[src/hw/rtl/adaptive_rice_residual_coder_assert.svh]
// Assertion macros used by the adaptive Rice coder top-level RTL.
// Each macro expects clk and arst_n in scope at the point of use.
`ifndef ADAPTIVE_RICE_RESIDUAL_CODER_ASSERT_SVH
`define ADAPTIVE_RICE_RESIDUAL_CODER_ASSERT_SVH

// Same-cycle implication, checked out of reset only.
`define ARRC_ASSERT_HOLDS(label, ante, cons, msg) \
	label: assert property (@(posedge clk) disable iff (!arst_n) (ante) |-> (cons)) \
		else $error(msg);

// Next-cycle implication, checked out of reset only.
`define ARRC_ASSERT_NEXT(label, ante, cons, msg) \
	label: assert property (@(posedge clk) disable iff (!arst_n) (ante) |=> (cons)) \
		else $error(msg);

`endif

[src/hw/rtl/arrc_pkg.sv]
// Shared types, constants and helper functions of the adaptive Rice coder.
// No dependencies; every RTL module imports this package.
`default_nettype none

package arrc_pkg;

	localparam int MAX_CHANNELS = 8;
	localparam int CH_IDX_W = (MAX_CHANNELS > 1) ? $clog2(MAX_CHANNELS) : 1;

	localparam int RESIDUAL_W = 32;
	localparam int CHANNEL_W = 3;
	localparam int PARAM_W = 5;
	localparam int SUM_W = 32;
	localparam int ONES_W = 33;
	localparam int REM_W = 31;

	localparam logic [PARAM_W-1:0] INIT_PARAM = 5'd10;
	localparam logic [PARAM_W-1:0] PARAM_MAX = 5'd31;
	localparam logic [SUM_W-1:0] INIT_SUM = 32'd16384;
	localparam int SUM_SHIFT = 4;

	typedef struct packed {
		logic [PARAM_W-1:0] param;
		logic [SUM_W-1:0] sum;
	} level_t;

	typedef struct packed {
		level_t first;
		level_t second;
	} chan_state_t;

	localparam chan_state_t INIT_STATE = '{
		first: '{param: INIT_PARAM, sum: INIT_SUM},
		second: '{param: INIT_PARAM, sum: INIT_SUM}
	};

	// 16 << k, saturated at 2^31
	function automatic logic [SUM_W-1:0] bound16(input logic [PARAM_W:0] k);
		logic [SUM_W-1:0] b;
		if (k >= 6'd27) begin
			b = 32'h8000_0000;
		end else begin
			b = 32'd16 << k;
		end
		return b;
	endfunction

	// signed residual to unsigned value, mod 2^32
	function automatic logic [SUM_W-1:0] zigzag(input logic [RESIDUAL_W-1:0] raw);
		logic [SUM_W-1:0] v;
		if (raw != '0 && !raw[RESIDUAL_W-1]) begin
			v = (raw << 1) - 32'd1;
		end else begin
			v = (32'd0 - raw) << 1;
		end
		return v;
	endfunction

	// channel number folded onto the implemented channel count
	function automatic logic [CH_IDX_W-1:0] ch_index(input logic [CHANNEL_W-1:0] channel);
		logic [CH_IDX_W-1:0] idx;
		idx = '0;
		for (int i = 0; i < (1 << CHANNEL_W); i++) begin
			if (channel == CHANNEL_W'(i)) begin
				idx = CH_IDX_W'(i % MAX_CHANNELS);
			end
		end
		return idx;
	endfunction

endpackage

`default_nettype wire

[src/hw/rtl/arrc_adapt.sv]
// One level of Rice parameter adaptation: running sum update and k step.
// Depends on arrc_pkg.
`default_nettype none

module arrc_adapt
	import arrc_pkg::*;
(
	input  level_t cur,
	input  logic [SUM_W-1:0] x,
	output level_t nxt
);

	logic [SUM_W-1:0] sum_new;
	logic [SUM_W-1:0] lower;
	logic [SUM_W-1:0] upper;

	always_comb begin
		sum_new = cur.sum + x - (cur.sum >> SUM_SHIFT);
		lower = bound16({1'b0, cur.param});
		upper = bound16({1'b0, cur.param} + 6'd1);
		nxt.sum = sum_new;
		nxt.param = cur.param;
		if (cur.param != '0 && sum_new < lower) begin
			nxt.param = cur.param - 5'd1;
		end else if (cur.param < PARAM_MAX && sum_new > upper) begin
			nxt.param = cur.param + 5'd1;
		end
	end

endmodule

`default_nettype wire

[src/hw/rtl/arrc_state.sv]
// Per-channel Rice state registers with a frame-wide return to initial values.
// Depends on arrc_pkg.
`default_nettype none

module arrc_state
	import arrc_pkg::*;
(
	input  logic clk,
	input  logic arst_n,
	input  logic [CH_IDX_W-1:0] rd_idx,
	output chan_state_t rd_data,
	input  logic wr_en,
	input  logic wr_clear,
	input  logic [CH_IDX_W-1:0] wr_idx,
	input  chan_state_t wr_data
);

	chan_state_t state_q [MAX_CHANNELS];

	assign rd_data = state_q[rd_idx];

	always_ff @(posedge clk or negedge arst_n) begin
		if (!arst_n) begin
			for (int i = 0; i < MAX_CHANNELS; i++) begin
				state_q[i] <= INIT_STATE;
			end
		end else if (wr_en) begin
			// frame start: every other channel goes back to its initial state
			for (int i = 0; i < MAX_CHANNELS; i++) begin
				if (wr_idx == CH_IDX_W'(i)) begin
					state_q[i] <= wr_data;
				end else if (wr_clear) begin
					state_q[i] <= INIT_STATE;
				end
			end
		end
	end

endmodule

`default_nettype wire

[src/hw/rtl/adaptive_rice_residual_coder.sv]
// Adaptive two-level Rice coder: an accepted word waits in the input register,
// then its result word goes to the output register; throughput one word per
// cycle while code_stall does not hold the output, set by the per-channel state
// read, adapt and write-back done combinationally. Reset (arst_n low) empties
// both registers and puts every channel at k=10, sum=16384.
`default_nettype none
`include "adaptive_rice_residual_coder_assert.svh"

module adaptive_rice_residual_coder
	import arrc_pkg::*;
(
	input  logic clk,
	input  logic arst_n,
	input  logic sample_valid,
	output logic sample_stall,
	input  logic [RESIDUAL_W-1:0] residual,
	input  logic [CHANNEL_W-1:0] channel,
	input  logic frame_start,
	output logic code_valid,
	input  logic code_stall,
	output logic [ONES_W-1:0] ones_count,
	output logic [REM_W-1:0] remainder,
	output logic [PARAM_W-1:0] remainder_len
);

	logic valid_s1;
	logic [RESIDUAL_W-1:0] residual_s1;
	logic [CH_IDX_W-1:0] chan_s1;
	logic frame_start_s1;

	logic code_valid_q;
	logic [ONES_W-1:0] ones_q;
	logic [REM_W-1:0] rem_q;
	logic [PARAM_W-1:0] len_q;

	logic take;
	logic move;

	chan_state_t rd_state;
	chan_state_t cur_state;
	chan_state_t wr_state;
	level_t first_nxt;
	level_t second_nxt;

	logic [SUM_W-1:0] val;
	logic [SUM_W-1:0] first_span;
	logic [SUM_W-1:0] reduced;
	logic escape;
	logic [PARAM_W-1:0] k_used;
	logic [SUM_W-1:0] coded;
	logic [SUM_W-1:0] rem_mask;
	logic [ONES_W-1:0] ones_d;
	logic [REM_W-1:0] rem_d;

	assign take = sample_valid && !sample_stall;
	assign move = valid_s1 && (!code_valid_q || !code_stall);
	assign sample_stall = valid_s1 && !move;

	always_ff @(posedge clk or negedge arst_n) begin
		if (!arst_n) begin
			valid_s1 <= 1'b0;
		end else if (take) begin
			valid_s1 <= 1'b1;
		end else if (move) begin
			valid_s1 <= 1'b0;
		end
	end

	always_ff @(posedge clk) begin
		if (take) begin
			residual_s1 <= residual;
			chan_s1 <= ch_index(channel);
			frame_start_s1 <= frame_start;
		end
	end

	arrc_state u_state (
		.clk(clk),
		.arst_n(arst_n),
		.rd_idx(chan_s1),
		.rd_data(rd_state),
		.wr_en(move),
		.wr_clear(frame_start_s1),
		.wr_idx(chan_s1),
		.wr_data(wr_state)
	);

	assign cur_state = frame_start_s1 ? INIT_STATE : rd_state;

	always_comb begin
		val = zigzag(residual_s1);
		first_span = 32'd1 << cur_state.first.param;
		escape = (val >= first_span);
		reduced = val - first_span;
	end

	arrc_adapt u_adapt_first (
		.cur(cur_state.first),
		.x(val),
		.nxt(first_nxt)
	);

	arrc_adapt u_adapt_second (
		.cur(cur_state.second),
		.x(reduced),
		.nxt(second_nxt)
	);

	always_comb begin
		wr_state.first = first_nxt;
		wr_state.second = escape ? second_nxt : cur_state.second;

		k_used = escape ? cur_state.second.param : cur_state.first.param;
		coded = escape ? reduced : val;
		rem_mask = (32'd1 << k_used) - 32'd1;
		rem_d = REM_W'(coded & rem_mask);
		if (escape) begin
			ones_d = ONES_W'(1) + ONES_W'(reduced >> cur_state.second.param);
		end else begin
			ones_d = '0;
		end
	end

	always_ff @(posedge clk or negedge arst_n) begin
		if (!arst_n) begin
			code_valid_q <= 1'b0;
		end else if (move) begin
			code_valid_q <= 1'b1;
		end else if (!code_stall) begin
			code_valid_q <= 1'b0;
		end
	end

	always_ff @(posedge clk) begin
		if (move) begin
			ones_q <= ones_d;
			rem_q <= rem_d;
			len_q <= k_used;
		end
	end

	assign code_valid = code_valid_q;
	assign ones_count = ones_q;
	assign remainder = rem_q;
	assign remainder_len = len_q;

	`ARRC_ASSERT_HOLDS(a_rem_fits_len, code_valid_q,
		((SUM_W'(rem_q) >> len_q) == '0), "remainder wider than its length")
	`ARRC_ASSERT_HOLDS(a_stall_only_when_full, sample_stall, valid_s1,
		"input stalled with an empty input register")
	`ARRC_ASSERT_NEXT(a_move_fills_output, move, code_valid_q,
		"word left the input register but no result was shown")
	`ARRC_ASSERT_HOLDS(a_escape_has_ones, move && escape, (ones_d != '0),
		"escaped value coded without unary ones")

endmodule

`default_nettype wire

[config.mk]
export PLATFORM = sky130hd
export DESIGN_NAME = adaptive_rice_residual_coder
export DESIGN_NICKNAME = d
export VERILOG_FILES = /design/src/hw/rtl/arrc_pkg.sv /design/src/hw/rtl/arrc_adapt.sv /design/src/hw/rtl/arrc_state.sv /design/src/hw/rtl/adaptive_rice_residual_coder.sv
export VERILOG_INCLUDE_DIRS = /design/src /design/src/hw/rtl
export SDC_FILE = /design/constraint.sdc
export NUM_CORES = 2
export LEC_CHECK = 0
export ABC_AREA = 1
export BUFFER_PORTS_ARGS = -buffer_cell sky130_fd_sc_hd__buf_4
export CORE_ASPECT_RATIO = 1.75
export CORE_MARGIN = 1.5
export CORE_UTILIZATION = 45
export DETAILED_ROUTE_END_ITERATION = 8
export GPL_ROUTABILITY_DRIVEN = 0
export HOLD_SLACK_MARGIN = 0.12
export SLEW_MARGIN = 10
export SYNTH_ARGS = -nofsm -noshare
export SYNTH_HDL_FRONTEND = slang
export SYNTH_SLANG_ARGS = --single-unit
[constraint.sdc]
create_clock -name clk -period 10.8 [get_ports clk]
set_clock_uncertainty 0.05 [all_clocks]
set_input_delay 2.16 -clock clk [delete_from_list [all_inputs] [get_ports clk]]
set_output_delay 2.16 -clock clk [all_outputs]
set_load 0.02 [all_outputs]
# --- Word-level counts from Yosys, hierarchy flattened ---
# Cells that the tools add are included.
word_totals:
  latchBits: 0
  ramBits: 0
  ff_bits: 699
  output_inout_bits: 71
  mem_count: 0
  inputBits: 40
  mem_bits_ro: 0
op_classes:
  reduce_logical: 37
  add_sub_neg: 15
  magnitude_cmp: 12
  shifts: 7
  n_mux: 35
  n_eq_ne: 15
  div: 0
  bitwise: 2
  mul: 0
ops:
  columns: ["operator", "count"]
  rows:
  - ["74-bit 2-to-1 mux", 12]
  - ["74-bit binary-select mux with 3-bit select", 1]
  - ["32-bit 2-to-1 mux", 5]
  - ["32-bit adder", 2]
  - ["32-bit > comparator", 2]
  - ["32-bit less-than comparator", 2]
  - ["5-bit by 5-bit left shift with 32-bit output, first input constant", 2]
  - ["5-bit by 6-bit left shift with 32-bit output, first input constant", 2]
  - ["32-bit by 28-bit subtractor with 32-bit output", 2]
  - ["37-bit 2-to-1 mux", 1]
  - ["1-bit by 33-bit adder with 33-bit output, first input constant", 1]
  - ["32-bit by 5-bit >> shifter with 33-bit output", 1]
  - ["32-bit greater-or-equal comparator", 1]
  - ["32-bit nonzero test", 1]
  - ["1-bit by 5-bit left shift with 32-bit output, first input constant", 1]
  - ["32-bit by 1-bit subtractor with 32-bit output, second input constant", 1]
  - ["32-bit subtractor", 1]
  - ["31-bit bitwise AND", 1]
  - ["31-bit 2-to-1 mux", 1]
  - ["1-bit by 5-bit left shift with 31-bit output, first input constant", 1]
  - ["1-bit by 31-bit subtractor with 31-bit output, first input constant", 1]
  - ["31-bit by 1-bit subtractor with 31-bit output, second input constant", 1]
  - ["5-bit 2-to-1 mux", 5]
  - ["3-bit == test, second input constant", 8]
  - ["23 further kinds", 67]

# --- Depth between registers and ports, before layout ---
depth:
  word_depth: 15
  depth_mapped: 57
  mapped_depth_nobuf: 57

# --- Hierarchy ---
# A second synthesis with hierarchy kept.
unflattened:
  hier_cells: 7482
  area_unflattened_um2: 51620.8
modules_own_cells:
  columns: ["module", "cells_per_inst", "area_per_inst_um2", "instances", "seq_area_each_um2"]
  rows:
  - ["arrc_state", 4009, 30150.2, 1, 14874.3]
  - ["adaptive_rice_residual_coder", 1983, 12112.9, 1, 3203.1]
  - ["arrc_adapt (u_adapt_second)", 765, 4788.3, 1, 0.0]
  - ["arrc_adapt (u_adapt_first)", 725, 4569.4, 1, 0.0]

# --- Worst setup path after synthesis ---
# OpenSTA, ideal clock, no wires.
synth_timing:
  path_type: "register to register"
  start: "register residual_s1[8]"
  end: "register u_state.state_q[32] (netlist bit)"
  path_buffers: 3
  stages_incl_launch_ff: 44
  setup_ns: 0.118
  synth_period_minus_slack_ns: 7.522
  arrival_ns: 7.353
  slack_ns: 3.278
  path_cell_list: "edfxtp_1 -> or2_2 -> nor2_1 -> nand2_1 -> nor2_1 -> nand4_1 -> nand2_1 -> clkbuf_1 -> buf_2 -> xor2_1 -> inv_1 -> ha_1 -> nand2_1 -> o21ai_2 -> nand2_1 -> nand2_1 -> xor2_1 -> fa_1 -> (+8 left out) -> o31ai_1 -> a211oi_1 -> xnor2_1 -> ha_1 -> nand4_1 -> o221a_2 -> a21boi_0 -> o21bai_1 -> nand3_1 -> nand2_1 -> nand2_1 -> nand2_1 -> nand2_1 -> a21oi_1 -> or2_1 -> buf_4 -> nand3_1 -> nand2_1"
synth_between:
  elab_chain_len: 12
  elab_cells_between_ends: 17
  cone_classes: "5 x add/sub; 3 x order compare; 5 x mux; 4 x reduce/logical"
synth_lines:
  columns: ["item", "line", "source"]
  rows:
  - ["start: declaration", "adaptive_rice_residual_coder.sv:27", "logic [RESIDUAL_W-1:0] residual_s1;"]
  - ["start signal: assignment", "adaptive_rice_residual_coder.sv:71", "residual_s1 <= residual;"]
  - ["branches (longest 2 deep; another with 32-bit by 1-bit subtractor with 32-bit output)", null, null]
  - ["32-bit 2-to-1 mux (*)", "arrc_pkg.sv:51", "if (raw != '0 && !raw[RESIDUAL_W-1]) begin"]
  - ["32-bit subtractor", "adaptive_rice_residual_coder.sv:94", "reduced = val - first_span;"]
  - ["32-bit adder", "arrc_adapt.sv:18", "sum_new = cur.sum + x - (cur.sum >> SUM_SHIFT);"]
  - ["32-bit by 28-bit subtractor with 32-bit output", "arrc_adapt.sv:18", null]
  - ["32-bit > comparator", "arrc_adapt.sv:25", "end else if (cur.param < PARAM_MAX && sum_new > upper) begin"]
  - ["1-bit logical AND", "arrc_adapt.sv:25", null]
  - ["5-bit 2-to-1 mux", "arrc_adapt.sv:25", null]
  - ["5-bit 2-to-1 mux", "arrc_adapt.sv:23", "if (cur.param != '0 && sum_new < lower) begin"]
  - ["37-bit 2-to-1 mux (*)", "adaptive_rice_residual_coder.sv:111", "wr_state.second = escape ? second_nxt : cur_state.second;"]
  - ["74-bit 2-to-1 mux (*)", "arrc_state.sv:30", "if (wr_idx == CH_IDX_W'(i)) begin"]
  - ["end signal: indexed assignment", "arrc_state.sv:31", "state_q[i] <= wr_data;"]
  - ["end: declaration", "arrc_state.sv:18", "chan_state_t state_q [MAX_CHANNELS];"]
# Mark *: on every way between the ends.
# A chain may end at the register's enable or synchronous reset.

# --- Final worst setup path ---
layout_timing:
  start: "register chan_s1[1]"
  end: "register u_state.state_q[477] (netlist bit)"
layout_between:
  elab_chain_len: 15
  elab_cells_between_ends: 32
  cone_classes: "6 x add/sub; 6 x order compare; 1 x eq/ne; 3 x shift; 10 x mux; 1 x bitwise; 5 x reduce/logical"
layout_lines:
  columns: ["item", "line", "source"]
  rows:
  - ["start: declaration", "adaptive_rice_residual_coder.sv:28", "logic [CH_IDX_W-1:0] chan_s1;"]
  - ["start signal: assignment", "adaptive_rice_residual_coder.sv:72", "chan_s1 <= ch_index(channel);"]
  - ["3-bit NOT with 4-bit output (implied by the code)", "arrc_state.sv:20", "assign rd_data = state_q[rd_idx];"]
  - ["74-bit binary-select mux with 3-bit select", "arrc_state.sv:20", null]
  - ["74-bit 2-to-1 mux (implied by the code) (2 in series)", "arrc_state.sv:20", null]
  - ["74-bit 2-to-1 mux", "adaptive_rice_residual_coder.sv:88", "assign cur_state = frame_start_s1 ? INIT_STATE : rd_state;"]
  - ["1-bit by 5-bit left shift with 32-bit output", "adaptive_rice_residual_coder.sv:92", "first_span = 32'd1 << cur_state.first.param;"]
  - ["32-bit subtractor", "adaptive_rice_residual_coder.sv:94", null]
  - ["32-bit adder", "arrc_adapt.sv:18", null]
  - ["32-bit by 28-bit subtractor with 32-bit output", "arrc_adapt.sv:18", null]
  - ["32-bit > comparator", "arrc_adapt.sv:25", null]
  - ["1-bit logical AND", "arrc_adapt.sv:25", null]
  - ["5-bit 2-to-1 mux", "arrc_adapt.sv:25", null]
  - ["5-bit 2-to-1 mux", "arrc_adapt.sv:23", null]
  - ["37-bit 2-to-1 mux", "adaptive_rice_residual_coder.sv:111", null]
  - ["74-bit 2-to-1 mux", "arrc_state.sv:30", null]
# Parallel ways exist; a longest one is shown, timed or not. The select of a mux whose other input is x is not followed.

==> impl_metrics.csv <==
group,metric,value,unit
drt,drt_pass1_iterations,6,
drt,drc,1,
floorplan,die_h,423,µm
drt,wl_per_cell,25.4,µm
clock_tree,root_buffer,"clkbuf_16",
synthesis,syn_area,45400,µm²
global_routing,grt_antenna_before_repair,5,
clock_tree,htreeDepth,3,
worst_setup_path,crit_fanout,21,
placed_design,dpl.hpwl,125000,µm
global_routing,grt_first_pass_wirelength,270000,µm
placed_design,place_area,47700,µm²
sta,fin_tns_setup,0,ps
sta,fmaxAchievable,0.0981,GHz
synthesis,ys_warn_count,0,
synthesis,synth_fp_nets,6175,
floorplan,core_area,100000,µm²
worst_hold_path,hold_class,"reg2reg",
worst_setup_path,max_stage_delay,740,ps
clock_tree,tritoncts,"yes",
synthesis,synthArstFlopShare,85.0,%
worst_setup_path,cpMostUsedCell,"nand2_1",
status,status,"finished, violations left",
power,cellLeakagePower,23.5,nW
floorplan,start_util,45.3,%
placed_design,post-place-ws,1080,ps
status,failed_checks,"DRC",
synthesis,synth_flop_cell,"dfrtp_1",
final_layout,multiInputGateArea,23200,µm²
clock_tree,cts_buffers,68,
final_layout,drive_gt1_share,8.71,%
final_layout,post-route-cell-area,50000,µm²
synthesis,seq_area_frac_synth,39.8,%
clock_tree,cts_buffer_depth,3,
clock_tree,ctsHoldBuffers,0,
worst_setup_path,crit_start,"chan_s1[1]",
drt,viasPerCell,6.09,
sta,fin_crit_sh,94.4,%
drt,drt-initial-drc-count,4584,
floorplan,io-pin-count,111,
clock_tree,cts-resized-gates,0,
floorplan,row_count,154,
sta,worstMarginPinSlew,1190,ps
clock_tree,cts.sink_count,699,
worst_setup_path,cp-start-kind,"flip-flop",
final_layout,fillers,9952,
worst_setup_path,r2r-start,"chan_s1[1]",
worst_setup_path,slowest_stage,"nor2_1",
sta,hold_viol,0,
synthesis,syn_inst,5848,
global_routing,grt_pass1_vias,42700,
sta,timing.final.ws_setup,605,ps
synthesis,synth-edff-count,105,
drt,vias,44000,
synthesis,ys_types,72,
drt,wirelength,184000,µm
worst_hold_path,hold_start,"u_state.state_q[506]",
sta,period_needed,10190,ps
worst_setup_path,critPathKind,"reg2reg",
worst_setup_path,crit_required,11370,ps
sta,slew_headroom,19.7,%
worst_setup_path,cp-end-kind,"flip-flop",
drt,ant_nets,0,
synthesis,synth.avg_cell_area,7.77,µm²
global_routing,grt_overflow_total,0,
clock_tree,cts_setup_buffers,0,
job,maxCapViolCount,0,
worst_setup_path,worstPathArrival,10760,ps
final_layout,nNetsFinal,6173,
final_layout,syn2layout_area_growth,9.96,%
floorplan,die_width,243,µm
sta,finalMaxSlewViolations,0,
placed_design,numPortBuffers,110,
clock_tree,clkTransAtPathRegs,70,ps
global_routing,grt_max_degree,170,
floorplan,dieArea,103000,µm²
sta,setup_violations,0,
power,vdd_drop_max,194,µV
final_layout,regArea,18100,µm²
synthesis,synth_seq_cells,699,
sta,grt_setup_unrepaired,"no",
global_routing,track_usage,35.2,%
power,p_per_area,318,nW/µm²
clock_tree,clock_latency,690,ps
## synth_stat cells, types with 9 or more instances
cell type	number	share of area, %
dfrtp_1	546	30
a32o_1	24	0.53
a21oi_1	214	2.4
a31oi_1	18	0.25
a211oi_1	23	0.38
nor3_1	61	0.67
fa_1	57	2.5
clkbuf_1	195	1.6
a221oi_1	32	0.62
buf_2	34	0.37
nor2_1	303	2.5
nand2_2	16	0.22
inv_2	29	0.24
xnor2_1	27	0.52
o311ai_0	16	0.31
o22ai_1	437	6.0
edfxtp_1	105	6.9
a211o_1	41	0.79
o21ai_1	54	0.59
xor2_1	95	1.8
inv_1	807	6.7
buf_1	38	0.31
o211ai_1	21	0.35
clkinv_1	9	0.074
nand4_1	65	0.89
ha_1	230	6.3
o21ai_0	318	3.5
a22oi_1	32	0.53
dfstp_2	48	2.8
nand2_1	1321	11
a22o_1	9	0.17
nor2_2	21	0.29
nand3_2	11	0.24
or2_2	15	0.21
nand3_1	446	4.9
## registers in the layout (all words and copies together) (netlist names)
| signal | count |
|---|---|
| valid_s1 | 1 |
| residual_s1 | 32 |
| u_state.state_q | 592 |
| code_valid | 1 |
| chan_s1 | 3 |
| ones_count | 33 |
| remainder | 31 |
| frame_start_s1 | 1 |
| remainder_len | 5 |
## cell families after synthesis
family	after synthesis	share of synthesized area (%)
fa+ha+maj	287	8.84
simple gates	2310	21.9
buf+inv	1125	9.51
flops	699	39.8
xor+xnor	122	2.35
compound gates	1305	17.7
## layout by cell type, fill, tap and decap left out, types with 23 or more instances in the layout
cell,count
xnor2_1,26
nand3_1,445
o21ai_0,318
a211oi_1,23
a21oi_1,214
nand4_1,65
a32o_1,24
edfxtp_1,105
nor3_1,61
dfrtp_1,546
inv_1,802
inv_2,32
o22ai_1,437
clkbuf_16,69
nand2_2,25
nor2_1,295
nand2_1,1311
xor2_1,95
fa_1,57
dfstp_2,48
a221oi_1,32
ha_1,230
a211o_1,41
o21ai_1,54
a22oi_1,32
buf_4,203
## critical path: cells and delay by family (launching register included)
kind	cells	cell delay (ps)
xor gates and xnor gates	1	260
buffers and inverters	8	1160
DFF	1	690
and+or+nand+nor	25	4380
adders and majority gates	4	1740
AOI/OAI and AO/OA	8	1850
## report_power, final
part           internal [W]  switching (W)
registers           0.00361       0.000352
logic               0.00294        0.00648
clock network       0.00141        0.00112
## through the flow
stage	cells	hold slack, ps	total power (W)	utilization, %
6_report	7229	430	0.0159	49.8
5_1_grt	7225	450	0.0170	49.8
4_1_cts	7225	434	0.0157	49.8
3_5_place_dp	7102	415	0.0131	47.5
3_3_place_gp	7102	412	0.0130	47.5
2_1_floorplan	5848	399	0.0101	-
## final cells by class
cell class	instances	share of cell area, %
antenna	4	0.0200
clock buffer	100	3.96
clock inverter	23	0.661
inverter	847	6.38
multi-input combinational	4024	46.3
sequential	699	36.2
tap	1326	3.32
timing repair buffer	206	3.16
## path summary, 6_finish.rpt
check | end | slack, ps | cells after the start
max reg2reg | u_state.state_q[477] | 610 | 46
min in group asynchronous | u_state.state_q[52] | 1420 | 1
max in group asynchronous | u_state.state_q[389] | 6980 | 3
max | u_state.state_q[477] | 610 | 46
min | u_state.state_q[506] | 430 | 2
min reg2reg | u_state.state_q[506] | 430 | 2
## routing by layer
layer	part of all wire [%]	vias up	global-route usage (%)
met5	0.021	-	0
met4	8.2	6	24.9
met3	7.9	660	6.00
met2	48	2181	59.7
met1	36	21400	40.0
li1	-	19800	-
(Power assumes the default switching activity.)
